--- src/rtl/assert_macros.svh ---
// Assertion macros used by the top level of the number formatter.
`ifndef ASSERT_MACROS_SVH
`define ASSERT_MACROS_SVH

`ifndef SYNTHESIS
// Checks that prop holds at every rising clock edge outside reset.
`define SSNF_ASSERT(lbl, clk, rst_n, prop, msg) \
	lbl: assert property (@(posedge clk) disable iff (!rst_n) prop) else $error(msg);
// Checks that cond is never true at a rising clock edge outside reset.
`define SSNF_NEVER(lbl, clk, rst_n, cond, msg) \
	lbl: assert property (@(posedge clk) disable iff (!rst_n) !(cond)) else $error(msg);
`else
`define SSNF_ASSERT(lbl, clk, rst_n, prop, msg)
`define SSNF_NEVER(lbl, clk, rst_n, cond, msg)
`endif

`endif

--- src/rtl/ssnf_pkg.sv ---
// Types, constants and segment tables shared by the number formatter.
package ssnf_pkg;

	localparam int VALUE_W    = 24;
	localparam int BCD_DIGITS = 7;
	localparam int BCD_W      = 4 * BCD_DIGITS;
	localparam int SEG_W      = 8;
	localparam int NUM_POS    = 4;
	// Entry stage, one stage per input bit, then the output register.
	localparam int LATENCY    = VALUE_W + 2;

	localparam logic [1:0] OP_NUMBER = 2'd0;
	localparam logic [1:0] OP_OVFL   = 2'd1;
	localparam logic [1:0] OP_INVD   = 2'd2;

	localparam logic [SEG_W-1:0] SEG_BLANK = 8'h00;
	localparam logic [SEG_W-1:0] SEG_POINT = 8'h80;
	localparam logic [SEG_W-1:0] SEG_MINUS = 8'h40;

	// Position 0 is the leftmost digit.
	localparam logic [NUM_POS-1:0][SEG_W-1:0] TEXT_OVFL = {8'h38, 8'h71, 8'h1C, 8'h3F};
	localparam logic [NUM_POS-1:0][SEG_W-1:0] TEXT_INVD = {8'h5E, 8'h1C, 8'h54, 8'h30};

	typedef struct packed {
		logic               valid;
		logic [1:0]         opcode;
		logic               neg;
		logic [VALUE_W-1:0] bin;
		logic [BCD_W-1:0]   bcd;
	} ssnf_stage_t;

	typedef struct packed {
		logic [NUM_POS-1:0][SEG_W-1:0] seg;
		logic                          ovf;
	} ssnf_result_t;

	function automatic logic [SEG_W-1:0] digit_seg(input logic [3:0] d);
		logic [SEG_W-1:0] s;
		case (d)
			4'd0:    s = 8'h3F;
			4'd1:    s = 8'h06;
			4'd2:    s = 8'h5B;
			4'd3:    s = 8'h4F;
			4'd4:    s = 8'h66;
			4'd5:    s = 8'h6D;
			4'd6:    s = 8'h7D;
			4'd7:    s = 8'h07;
			4'd8:    s = 8'h7F;
			4'd9:    s = 8'h6F;
			default: s = SEG_BLANK;
		endcase
		return s;
	endfunction

endpackage

--- src/rtl/ssnf_dd_cell.sv ---
// One shift-and-add-3 cell of the binary to decimal conversion chain.
module ssnf_dd_cell
	import ssnf_pkg::*;
(
	input  logic        clk,
	input  logic        arst_n,
	input  ssnf_stage_t stage_in,
	output ssnf_stage_t stage_out
);

	ssnf_stage_t      nxt;
	ssnf_stage_t      data_s1;
	logic             valid_s1;
	logic [BCD_W-1:0] adj;

	// Each decimal digit of five or more gets three added before the shift.
	always_comb begin
		logic [3:0] dg;
		adj = '0;
		for (int i = 0; i < BCD_DIGITS; i++) begin
			dg = stage_in.bcd[4*i +: 4];
			adj[4*i +: 4] = (dg >= 4'd5) ? dg + 4'd3 : dg;
		end
		nxt        = stage_in;
		nxt.bcd    = {adj[BCD_W-2:0], stage_in.bin[VALUE_W-1]};
		nxt.bin    = {stage_in.bin[VALUE_W-2:0], 1'b0};
	end

	always_ff @(posedge clk or negedge arst_n) begin
		if (!arst_n) begin
			valid_s1 <= 1'b0;
		end else begin
			valid_s1 <= stage_in.valid;
		end
	end

	always_ff @(posedge clk) begin
		data_s1 <= nxt;
	end

	always_comb begin
		stage_out       = data_s1;
		stage_out.valid = valid_s1;
	end

endmodule

--- src/rtl/ssnf_seg_format.sv ---
// Maps decimal digits and the request code to four segment patterns.
module ssnf_seg_format
	import ssnf_pkg::*;
(
	input  ssnf_stage_t  stage,
	output ssnf_result_t result
);

	logic [3:0] d6, d5, d4, d3, d2, d1, d0;
	logic       ge10, ge100, ge1000, fr_nz, ovf_num;

	// Digits d6..d3 are the integer part, d2..d0 the thousandths.
	assign d6 = stage.bcd[27:24];
	assign d5 = stage.bcd[23:20];
	assign d4 = stage.bcd[19:16];
	assign d3 = stage.bcd[15:12];
	assign d2 = stage.bcd[11:8];
	assign d1 = stage.bcd[7:4];
	assign d0 = stage.bcd[3:0];

	assign ge1000 = (d6 != 4'd0);
	assign ge100  = ge1000 || (d5 != 4'd0);
	assign ge10   = ge100 || (d4 != 4'd0);
	assign fr_nz  = (d2 != 4'd0) || (d1 != 4'd0) || (d0 != 4'd0);
	// The magnitude stays below ten million, so a positive integer part
	// always fits four digits; only negative values can overflow.
	assign ovf_num = stage.neg && ge1000;

	always_comb begin
		result.seg = '0;
		result.ovf = 1'b0;
		case (stage.opcode)
			OP_OVFL: begin
				result.seg = TEXT_OVFL;
			end
			OP_INVD: begin
				result.seg = TEXT_INVD;
			end
			OP_NUMBER: begin
				if (ovf_num) begin
					result.seg = TEXT_OVFL;
					result.ovf = 1'b1;
				end else if (stage.neg && fr_nz) begin
					result.seg[0] = SEG_MINUS;
					if (!ge10) begin
						result.seg[1] = digit_seg(d3) | SEG_POINT;
						result.seg[2] = digit_seg(d2);
						result.seg[3] = digit_seg(d1);
					end else if (!ge100) begin
						result.seg[1] = digit_seg(d4);
						result.seg[2] = digit_seg(d3) | SEG_POINT;
						result.seg[3] = digit_seg(d2);
					end else begin
						result.seg[1] = digit_seg(d5);
						result.seg[2] = digit_seg(d4);
						result.seg[3] = digit_seg(d3) | SEG_POINT;
					end
				end else if (fr_nz) begin
					if (!ge10) begin
						result.seg[0] = digit_seg(d3) | SEG_POINT;
						result.seg[1] = digit_seg(d2);
						result.seg[2] = digit_seg(d1);
						result.seg[3] = digit_seg(d0);
					end else if (!ge100) begin
						result.seg[0] = digit_seg(d4);
						result.seg[1] = digit_seg(d3) | SEG_POINT;
						result.seg[2] = digit_seg(d2);
						result.seg[3] = digit_seg(d1);
					end else if (!ge1000) begin
						result.seg[0] = digit_seg(d5);
						result.seg[1] = digit_seg(d4);
						result.seg[2] = digit_seg(d3) | SEG_POINT;
						result.seg[3] = digit_seg(d2);
					end else begin
						result.seg[0] = digit_seg(d6);
						result.seg[1] = digit_seg(d5);
						result.seg[2] = digit_seg(d4);
						result.seg[3] = digit_seg(d3) | SEG_POINT;
					end
				end else if (stage.neg) begin
					result.seg[0] = SEG_MINUS;
					result.seg[1] = ge100 ? digit_seg(d5) : SEG_BLANK;
					result.seg[2] = ge10 ? digit_seg(d4) : SEG_BLANK;
					result.seg[3] = digit_seg(d3);
				end else begin
					result.seg[0] = ge1000 ? digit_seg(d6) : SEG_BLANK;
					result.seg[1] = ge100 ? digit_seg(d5) : SEG_BLANK;
					result.seg[2] = ge10 ? digit_seg(d4) : SEG_BLANK;
					result.seg[3] = digit_seg(d3);
				end
			end
			default: begin
				result.seg = '0;
			end
		endcase
	end

endmodule

--- src/rtl/seven_segment_number_formatter_unit.sv ---
// Top level of the four-digit seven-segment number formatter.
//
// A request is accepted at a rising clock edge where start is high and busy
// is low. It carries opcode (show number, show overflow text, show invalid
// text) and value_milli, a signed number in thousandths. The block answers
// every request with one result: four segment patterns, leftmost digit in
// seg_first, and out_of_range, which is set when a negative number needs
// more than three integer digits and the overflow text is shown instead.
// The result sits on the ports for exactly one cycle, marked by strobe.
//
// Inside, an entry register takes the magnitude of the value. A chain of 24
// identical double-dabble cells then turns it into seven decimal digits, one
// input bit per cell, and the formatter maps those digits to segments into
// the output register, which drives strobe and the segment ports. Each cell
// registers its step, so the latency is set by the length of the cell chain.
// A new request can be taken every cycle while busy is low; requests in flight
// never wait on each other, and results leave in request order.
//
// busy is high during reset and until the clock sets the ready register after
// it, then stays low. Reset empties the chain; requests in flight are dropped.
// The receiver cannot stall, so nothing upstream ever waits on it.
`include "assert_macros.svh"

module seven_segment_number_formatter_unit
	import ssnf_pkg::*;
(
	input  logic                      clk,
	input  logic                      arst_n,
	input  logic                      start,
	output logic                      busy,
	input  logic [1:0]                opcode,
	input  logic signed [VALUE_W-1:0] value_milli,
	output logic                      strobe,
	output logic [SEG_W-1:0]          seg_first,
	output logic [SEG_W-1:0]          seg_second,
	output logic [SEG_W-1:0]          seg_third,
	output logic [SEG_W-1:0]          seg_fourth,
	output logic                      out_of_range
);

	logic               ready_q;
	logic               accept;
	logic               neg;
	logic [VALUE_W-1:0] raw;
	logic [VALUE_W-1:0] mag;

	ssnf_stage_t  entry_s1;
	logic         entry_valid_s1;
	ssnf_stage_t  chain [VALUE_W+1];
	ssnf_result_t fmt;

	logic                          strobe_q;
	logic [NUM_POS-1:0][SEG_W-1:0] seg_q;
	logic                          ovf_q;

	// The ready register is cleared by reset, set by the clock once reset is released, and stays set from then on.
	always_ff @(posedge clk or negedge arst_n) begin
		if (!arst_n) begin
			ready_q <= 1'b0;
		end else begin
			ready_q <= 1'b1;
		end
	end

	assign busy   = !ready_q;
	assign accept = start && ready_q;

	// Two's complement magnitude. The most negative input gives 2^23, which
	// still fits the unsigned width.
	assign raw = value_milli;
	assign neg = raw[VALUE_W-1];
	assign mag = neg ? (~raw + {{(VALUE_W-1){1'b0}}, 1'b1}) : raw;

	always_ff @(posedge clk or negedge arst_n) begin
		if (!arst_n) begin
			entry_valid_s1 <= 1'b0;
		end else begin
			entry_valid_s1 <= accept;
		end
	end

	always_ff @(posedge clk) begin
		entry_s1.valid  <= 1'b0;
		entry_s1.opcode <= opcode;
		entry_s1.neg    <= neg;
		entry_s1.bin    <= mag;
		entry_s1.bcd    <= '0;
	end

	always_comb begin
		chain[0]       = entry_s1;
		chain[0].valid = entry_valid_s1;
	end

	// One cell per magnitude bit, most significant bit first.
	for (genvar i = 0; i < VALUE_W; i++) begin : g_cell
		ssnf_dd_cell u_cell (
			.clk       (clk),
			.arst_n    (arst_n),
			.stage_in  (chain[i]),
			.stage_out (chain[i+1])
		);
	end

	ssnf_seg_format u_format (
		.stage  (chain[VALUE_W]),
		.result (fmt)
	);

	always_ff @(posedge clk or negedge arst_n) begin
		if (!arst_n) begin
			strobe_q <= 1'b0;
		end else begin
			strobe_q <= chain[VALUE_W].valid;
		end
	end

	always_ff @(posedge clk) begin
		seg_q <= fmt.seg;
		ovf_q <= fmt.ovf;
	end

	assign strobe       = strobe_q;
	assign seg_first    = seg_q[0];
	assign seg_second   = seg_q[1];
	assign seg_third    = seg_q[2];
	assign seg_fourth   = seg_q[3];
	assign out_of_range = strobe_q && ovf_q;

	// Every request gives its result after the fixed latency.
	`SSNF_ASSERT(a_latency_fwd, clk, arst_n, accept |-> ##LATENCY strobe, "result missing after request")
	// No result appears without a request that far back.
	`SSNF_ASSERT(a_latency_back, clk, arst_n, strobe |-> $past(accept, LATENCY), "result without request")
	// The overflow flag comes only with a result that shows the overflow text.
	`SSNF_ASSERT(a_ovf_text, clk, arst_n, out_of_range |-> (strobe && seg_first == TEXT_OVFL[0] && seg_fourth == TEXT_OVFL[3]), "overflow flag without overflow text")

endmodule
--- config.mk ---
export PLATFORM = sky130hd
export DESIGN_NAME = seven_segment_number_formatter_unit
export DESIGN_NICKNAME = d
export VERILOG_FILES = /design/src/rtl/ssnf_pkg.sv /design/src/rtl/ssnf_dd_cell.sv /design/src/rtl/ssnf_seg_format.sv /design/src/rtl/seven_segment_number_formatter_unit.sv
export VERILOG_INCLUDE_DIRS = /design/src /design/src/rtl
export SDC_FILE = /design/constraint.sdc
export NUM_CORES = 1
export LEC_CHECK = 0
export BUFFER_PORTS_ARGS = -buffer_cell sky130_fd_sc_hd__clkbuf_2
export CAP_MARGIN = 20
export CORE_MARGIN = 10
export CORE_UTILIZATION = 60
export DETAILED_ROUTE_END_ITERATION = 12
export PLACE_DENSITY_LB_ADDON = 0.12
export SYNTH_ARGS = -nofsm -noshare
export SYNTH_HDL_FRONTEND = slang
export SYNTH_SLANG_ARGS = --single-unit
export TNS_END_PERCENT = 100
--- constraint.sdc ---
create_clock -name clk -period 3.2 [get_ports clk]
set_input_delay 0.32 -clock clk [delete_from_list [all_inputs] [get_ports clk]]
set_output_delay 0.32 -clock clk [all_outputs]
set_load 0.02 [all_outputs]
==> results.md, run 1 <==
- Result of the run: finished clean
- Post-place instance area: 30200 um^2
- Vias in the first global route: 18600
- First drt pass iteration count: 5
- Worst slew slack as a fraction of its limit: 44.3%
- Final hold violations: 0
- Drt initial violations: 977
- Total gr overflow: 0
- Series of cell instances along the critical path: dlygate4sd3_1 -> clkbuf_2 -> or4_4 -> nor4_1 -> nand4_1 -> nor4b_1 -> dlygate4sd3_1
- Die X: 240 um
- TritonCTS clock tree: done
- Cell occurring most often along the worst timing path: sky130_fd_sc_hd__dlygate4sd3_1
- Min-delay worst type: in2reg
- Initial Utilization: 60.9%
- Die height: 240 um
- Nets@finish: 3132
- Syn. warnings: 0
- Synth area leaders: sky130_fd_sc_hd__dfxtp_1, sky130_fd_sc_hd__ha_1, sky130_fd_sc_hd__nand2_1
- Wire length of the first global-routing pass: 88.3 mm
- Area growth syn-to-layout: 14.2%
- Commonest non-fill, non-tap cell in the layout: sky130_fd_sc_hd__dfxtp_1
- Delay of the slowest cell on the worst path: 610 ps
- Worst path slowest cell: sky130_fd_sc_hd__dlygate4sd3_1
- Final Hold Slack: 187 ps
- Number of flops mapped to enable cells by yosys: 0
- Final cell area excluding filler cells: 33300 um^2
- ANT nets after route: 0
- Mean post-synth cell area: 10.6 um^2
- Clock slew seen by the registers of the worst setup and hold paths: 70 ps
- Critical R2R Launch: g_cell[22].u_cell.stage_out[0]
- Number of buffers between clock root and the deepest sink: 3
- Core box area: 47800 um^2
- Unrepaired setup endpoints after global routing: no
- Routed length per placed instance: 14.7 um
- Worst hold path stage count: 3
- Total of max-cap violations: 0
- Crit. path cell count: 7
- Post-synthesis instance area: 29200 um^2
- Worst-path maximum fanout: 5
- Num Clock Sinks: 858
- Data required time of the worst path: 3780 ps
- Number of register bits inferred by synthesis: 858
- Worst-skew pair later-pin latency: 630 ps
- Critical Path Source Type: input pin
- Register area share after synthesis: 59.4%
- Dominant synthesized flop cell: sky130_fd_sc_hd__dfxtp_1
- Half-perimeter wire length after detailed placement: 32.6 mm
- Synthesized netlist net count: 2990
- Fin Clk Skew: 22.4 ps
- Data arrival time of the critical path: 3490 ps
- Setup Fix Bufs, Post-CTS: 0
- Cell type group with the largest total delay on the critical path: simple AND/OR/NAND/NOR gates
- Maximum level of the CTS H-tree: 3
- Maximum vdd drop: 553 uV
- Rows: 80
- Number of buffers created by CTS: 82
- Post-route minimum period: 2910 ps
- Layout Cells excl Fill: 3569
- Port Buffers: 63
- Final estimated routing congestion in global placement: 0.837
- Initial antenna violation count: 0
- Number of standard cells after synthesis: 2747
- Vias: 18300
- Reported leakage power: 15.0 nW
- Worst setup path startpoint: value_milli[3]
- Share of flip-flops with an asynchronous set or reset: 3.15%
- Type of destination of the critical path: register
- Maximum number of pins on one net before global-route repair: 46
- Proportion of layout cells with a drive suffix above 1: 7.85%
- Achievable clock frequency: 344 MHz
- Final Util: 69.6%
- Full die area: 57800 um^2
- Buffers & Inverters on Critical Path: 3
- Start point of the worst hold path: value_milli[1]
- CTS Root Buffer Type: sky130_fd_sc_hd__clkbuf_16
- Placed instance count: 3393
- Commonest cells after routing, fill and taps aside: sky130_fd_sc_hd__dfxtp_1, sky130_fd_sc_hd__nand2_1, sky130_fd_sc_hd__ha_1, sky130_fd_sc_hd__inv_1, sky130_fd_sc_hd__o21ai_0
- Transition time at the pin with the least slew margin: 812 ps
- Synth top area share: 57.1%
- Post-Route WL: 52.6 mm
- Pins Over Slew Limit: 0
- Residual DRC count: 0
- Number of library cell types mapped by synthesis: 57
- Critical path start-end classification: in2reg
- Total global-route track usage: 18.6%
- I/O Pins: 64
- Portion of the clock cycle consumed by the worst path in the final layout: 91.0%
- Final setup viols: 0
- R2R depth: 9
- Vias/cell: 5.13
- Number of antenna repair diodes: 0
- Setup Total Neg Slack: 0 ps
- P per Cell Area: 1110 nW/um^2
- Cell type with the highest aggregate area in the netlist: sky130_fd_sc_hd__dfxtp_1
## logic make-up after synthesis
group / count (synthesis) / synth area share, %
compound gates: 476 / 9.41
simple gates: 720 / 11.5
flops: 858 / 59.4
buf+inv: 258 / 3.41
xor+xnor: 112 / 3.36
other cells: 1 / 0.0129
mux: 108 / 3.73
fa+ha+maj: 214 / 9.18
## cells in the mapped netlist (all sizes together), types with 18 or more instances
master / number
dfxtp: 831
nand2: 352
ha: 214
inv: 208
o21ai: 204
nand2b: 148
a21oi: 134
nor2: 115
xnor2: 112
mux2i: 103
clkbuf: 36
dfrtp: 27
o22ai: 27
nand3: 26
o31ai: 18
## cell type report
class | count | area [um^2]
Inverter | 208 | 781
Multi-Input combinational cell | 1631 | 10900
Clock buffer | 113 | 2350
Clock inverter | 36 | 493
Timing Repair Buffer | 108 | 733
Tap cell | 615 | 769
Sequential cell | 858 | 17300
Fill cell | 3396 | 14500
## power by group
part           total, mW  internal, mW  switching, mW
registers           15.6          13.6           2.07
clock network       9.96          5.85           4.11
logic               11.4          4.92           6.49
total               37.0          24.3           12.7
## tightest hold or removal path, cell delays in order
cell	delay, ps
sky130_fd_sc_hd__clkbuf_2	160
sky130_fd_sc_hd__o31ai_1	120
sky130_fd_sc_hd__xnor2_1	160
## state kept, by name (all words and copies together), names as in the netlist, named ones only
name and count:
g_cell.u_cell.stage_out 722, seg_third 8, ovf_q 1, seg_first 8, chain 27, seg_second 8, entry_valid_s1 1, seg_fourth 8
strobe 1, ready_q 1, g_cell.u_cell.valid_s1 24
## routing by layer
metal | up-vias | global-route usage, % | routed length, um | share of wire [%]
met5 | - | 0 | 0 | 0
met4 | 0 | 6.61 | 1390 | 2.6
met3 | 104 | 3.89 | 2410 | 4.6
met2 | 351 | 33.5 | 26400 | 50
met1 | 8474 | 21.3 | 22400 | 43
li1 | 9363 | - | - | -
## final timing paths
path	end	slack, ps
worst min-delay path	chain[1375]	190
min in group asynchronous	g_cell[16].u_cell.valid_s1	260
max in group asynchronous	g_cell[3].u_cell.valid_s1	2500
worst min register to register	g_cell[9].u_cell.stage_out[42]	320
worst max-delay path	chain[1395]	290
worst max register to register	register	810
## what timing repair did
item,4_1_cts,5_1_grt
endpoints found under the hold margin,53,0
gates resized for setup,0,0
hold buffers,27,0
## metrics by stage
stage | setup slack (ps) | power [mW]
final | 289 | 37.0
after global routing | 229 | 39.7
after CTS | 508 | 37.3
after detailed placement | 820 | 27.1
after global placement | 892 | 26.5
after floorplan | 1220 | 24.2
No activity file was read; power rests on OpenSTA's default activity.
==> run 2: changes to the inputs <==
--- a/config.mk
+++ b/config.mk
@@ -9,7 +9,7 @@
 export BUFFER_PORTS_ARGS = -buffer_cell sky130_fd_sc_hd__clkbuf_2
 export CAP_MARGIN = 20
 export CORE_MARGIN = 10
-export CORE_UTILIZATION = 60
+export CORE_UTILIZATION = 65
 export DETAILED_ROUTE_END_ITERATION = 12
 export PLACE_DENSITY_LB_ADDON = 0.12
 export SYNTH_ARGS = -nofsm -noshare
==> run 2 against run 1 <==
Net effect: register-to-register slack worse by 40 ps; first-iteration DRC count grew 1.0%; maximum frequency is 11% higher; largest power group unchanged; sequential power hardly changed; cell count down 0.87%; final area down 0.44%; combinational power is essentially flat; via count grew 2.7%; global-route usage is 3.3 points higher; sequential share of layout area up 0.23 points; hold slack got worse by 78 ps; worst setup slack gained 280 ps.
==> results.md, run 2 (synthesized netlist as in run 1, its figures left out) <==
- Final Util: 74.8% (+5.2 points)
- TritonCTS clock tree: done
- Hold Path Sink: chain[1373]
- Setup Total Neg Slack: 0 ps (unchanged)
- ANT nets after route: 0 (unchanged)
- Area growth syn-to-layout: 13.7%
- Number of buffers between clock root and the deepest sink: 3 (unchanged)
- Sequential cell area: 17300 um^2 (unchanged)
- P per Cell Area: 1120 nW/um^2 (+1.0%)
- Setup slack at placement: 790 ps (-29.5 ps)
- Commonest non-fill, non-tap cell in the layout: sky130_fd_sc_hd__dfxtp_1
- Switching part of the total power: 35.2% (+1.0 points)
- First drt pass iteration count: 6 (+1)
- Number of antenna repair diodes: 0 (unchanged)
- Worst setup path startpoint: value_milli[3]
- Total global-route track usage: 21.9% (+3.3 points)
- Critical R2R Launch: g_cell[23].u_cell.stage_out[25]
- Data required time of the worst path: 3760 ps (-20 ps)
- Port Buffers: 63 (unchanged)
- Full die area: 53700 um^2 (-7.1%)
- Count of fill cells added during filler insertion: 2769 (-18%)
- Type of destination of the critical path: register
- Proportion of layout cells with a drive suffix above 1: 7.67% (-0.18 points)
- Vias/cell: 5.31 (+3.6%)
- Multi-input gate area in the final layout: 10900 um^2 (unchanged)
- Rows: 77 (-3.8%)
- Unrepaired setup endpoints after global routing: no
- Worst setup slack after layout: 572 ps (+283 ps)
- Commonest cells after routing, fill and taps aside: sky130_fd_sc_hd__dfxtp_1, sky130_fd_sc_hd__nand2_1, sky130_fd_sc_hd__ha_1, sky130_fd_sc_hd__inv_1, sky130_fd_sc_hd__o21ai_0
- Buffers & Inverters on Critical Path: 2 (-1)
- Flip-flop count of the largest register, all copies and words added: 722 (unchanged)
- Final setup viols: 0 (unchanged)
- Final cell area excluding filler cells: 33200 um^2 (-0.44%)
- Routed length per placed instance: 16.7 um (+13%)
- Worst slew slack as a fraction of its limit: 42.8% (-1.5 points)
- Half-perimeter wire length after detailed placement: 33.6 mm (+3.1%)
- Cell type group with the largest total delay on the critical path: simple AND/OR/NAND/NOR gates
- Drt initial violations: 987 (+1.0%)
- I/O Pins: 64 (unchanged)
- Total gr overflow: 0 (unchanged)
- Critical path start-end classification: in2reg
- Min-delay worst type: in2reg
- Data arrival time of the critical path: 3180 ps (-310 ps)
- CTS Root Buffer Type: sky130_fd_sc_hd__clkbuf_16
- Nets@finish: 3126 (-0.19%)
- NetSw: 13.1 mW (+3.6%)
- Die height: 232 um (-3.6%)
- Portion of the clock cycle consumed by the worst path in the final layout: 82.1% (-8.8 points)
- Number of buffers created by CTS: 79 (-3.7%)
- Maximum level of the CTS H-tree: 3 (unchanged)
- Maximum vdd drop: 662 uV (+20%)
- Result of the run: finished clean
- Slack of the worst reg-to-reg path: 770 ps (-40 ps)
- Clock slew seen by the registers of the worst setup and hold paths: 70 ps (about the same)
- Post-Route WL: 59.0 mm (+12%)
- Worst hold path stage count: 3 (unchanged)
- Num Clock Sinks: 858 (unchanged)
- Delay of the slowest cell on the worst path: 650 ps (+40 ps)
- Vias in the first global route: 19200 (+3.3%)
- Worst path slowest cell: sky130_fd_sc_hd__nor4_1
- Transition time at the pin with the least slew margin: 835 ps (+22.4 ps)
- Final hold violations: 0 (unchanged)
- Reported leakage power: 15.0 nW (-0.55%)
- Pins Over Slew Limit: 0 (unchanged)
- Achievable clock frequency: 380 MHz (+11%)
- Post-place instance area: 30100 um^2 (-0.19%)
- Resized Gates After CTS: 0 (unchanged)
- Critical Path Source Type: input pin
- Start point of the worst hold path: value_milli[1]
- Portion of total power attributed to sequential cells: 42.1% (about the same)
- Total of max-cap violations: 0 (unchanged)
- P_int: 24.1 mW (-0.98%)
- Initial antenna violation count: 1 (+1)
- Combinational Power Share: 31.4% (+0.6 points)
- Worst-skew pair later-pin latency: 640 ps (about the same)
- Post-route minimum period: 2630 ps (-283 ps)
- Share of power burned in the clock network: 26.4% (-0.5 points)
- Residual DRC count: 0 (unchanged)
- Initial Utilization: 65.8% (+4.9 points)
- Fin Clk Skew: 31.0 ps (+8.62 ps)
- Series of cell instances along the critical path: dlygate4sd3_1 -> clkbuf_2 -> or4_4 -> nor4_1 -> nand4_1 -> o31ai_1 -> xnor2_1
- Core box area: 44300 um^2 (-7.4%)
- Maximum number of pins on one net before global-route repair: 47 (+2.2%)
- Final estimated routing congestion in global placement: 0.864 (+3.3%)
- Wire length of the first global-routing pass: 95.9 mm (+8.6%)
- Die X: 232 um (-3.6%)
- Worst-path maximum fanout: 5 (unchanged)
- Critical R2R Capture: seg_fourth[3]
- R2R depth: 5 (-4)
- Vias: 18800 (+2.7%)
[run 2: changes by cell type in the layout (fill, tap and decap cells not counted), moves of 2 or more]
cell / previous run / this run
sky130_fd_sc_hd__clkinv_16: 3 / 5
sky130_fd_sc_hd__clkbuf_16: 83 / 79
sky130_fd_sc_hd__clkbuf_8: 16 / 14
sky130_fd_sc_hd__clkinvlp_4: 1 / 5
sky130_fd_sc_hd__clkbuf_1: 14 / 12
sky130_fd_sc_hd__clkinv_4: 2 / 0
[run 2: timing repair]
item,4_1_cts,5_1_grt
endpoints found under the hold margin,53,0
buffers inserted,0,0
setup endpoints to repair,0,0
hold buffers,26,0
[run 2: worst max-delay path by stage]
| stage | endpoint | slack, ps | cells after the start |
|---|---|---|---|
| finish | chain[1393] | 570 | 7 |
| global route | chain[1395] | 510 | 6 |
| CTS | register | 760 | 9 |
| detailed placement | seg_fourth[3] | 790 | 5 |
| global placement | seg_fourth[4] | 810 | 5 |
| floorplan | register | 1220 | 10 |
[run 2: through the flow]
stage	hold WS (ps)	instances	power (mW)
6_report	109	3538	37.2
5_1_grt	86.8	3538	39.7
4_1_cts	37.1	3538	37.2
3_5_place_dp	312	3368	27.1
3_3_place_gp	310	3368	26.4
2_1_floorplan	24.4	2747	24.2
[run 2: cell type report]
class                           instances  area share [%]
Tap cell                              592            2.23
Timing Repair Buffer                  105            2.10
Inverter                              208            2.36
Multi-Input combinational cell       1631            32.8
Clock buffer                          105            6.68
Sequential cell                       858            52.2
Clock inverter                         39            1.65
[run 2: power groups by stage]
stage | clock network, mW | registers, mW | logic (mW)
6_report | 9.84 | 15.7 | 11.7
5_1_grt | 10.3 | 16.0 | 13.4
4_1_cts | 9.92 | 15.6 | 11.7
3_5_place_dp | 0 | 15.8 | 11.4
3_3_place_gp | 0 | 15.7 | 10.7
2_1_floorplan | 0 | 15.2 | 9.03
[run 2: metal layers]
metal,track usage [%],share of wire (%),vias up
met4,8.90,3.5,2
met5,0,0.022,-
met1,24.5,41,8824
li1,-,-,9368
met3,4.32,4.5,157
met2,40.0,51,436
[run 2: worst register-to-register path: stages (launching register included)]
cell	delay, ps
sky130_fd_sc_hd__dfxtp_1	320
sky130_fd_sc_hd__or4_4	770
sky130_fd_sc_hd__a21oi_2	390
sky130_fd_sc_hd__nand2b_1	430
sky130_fd_sc_hd__a21oi_1	260
sky130_fd_sc_hd__a41oi_1	130
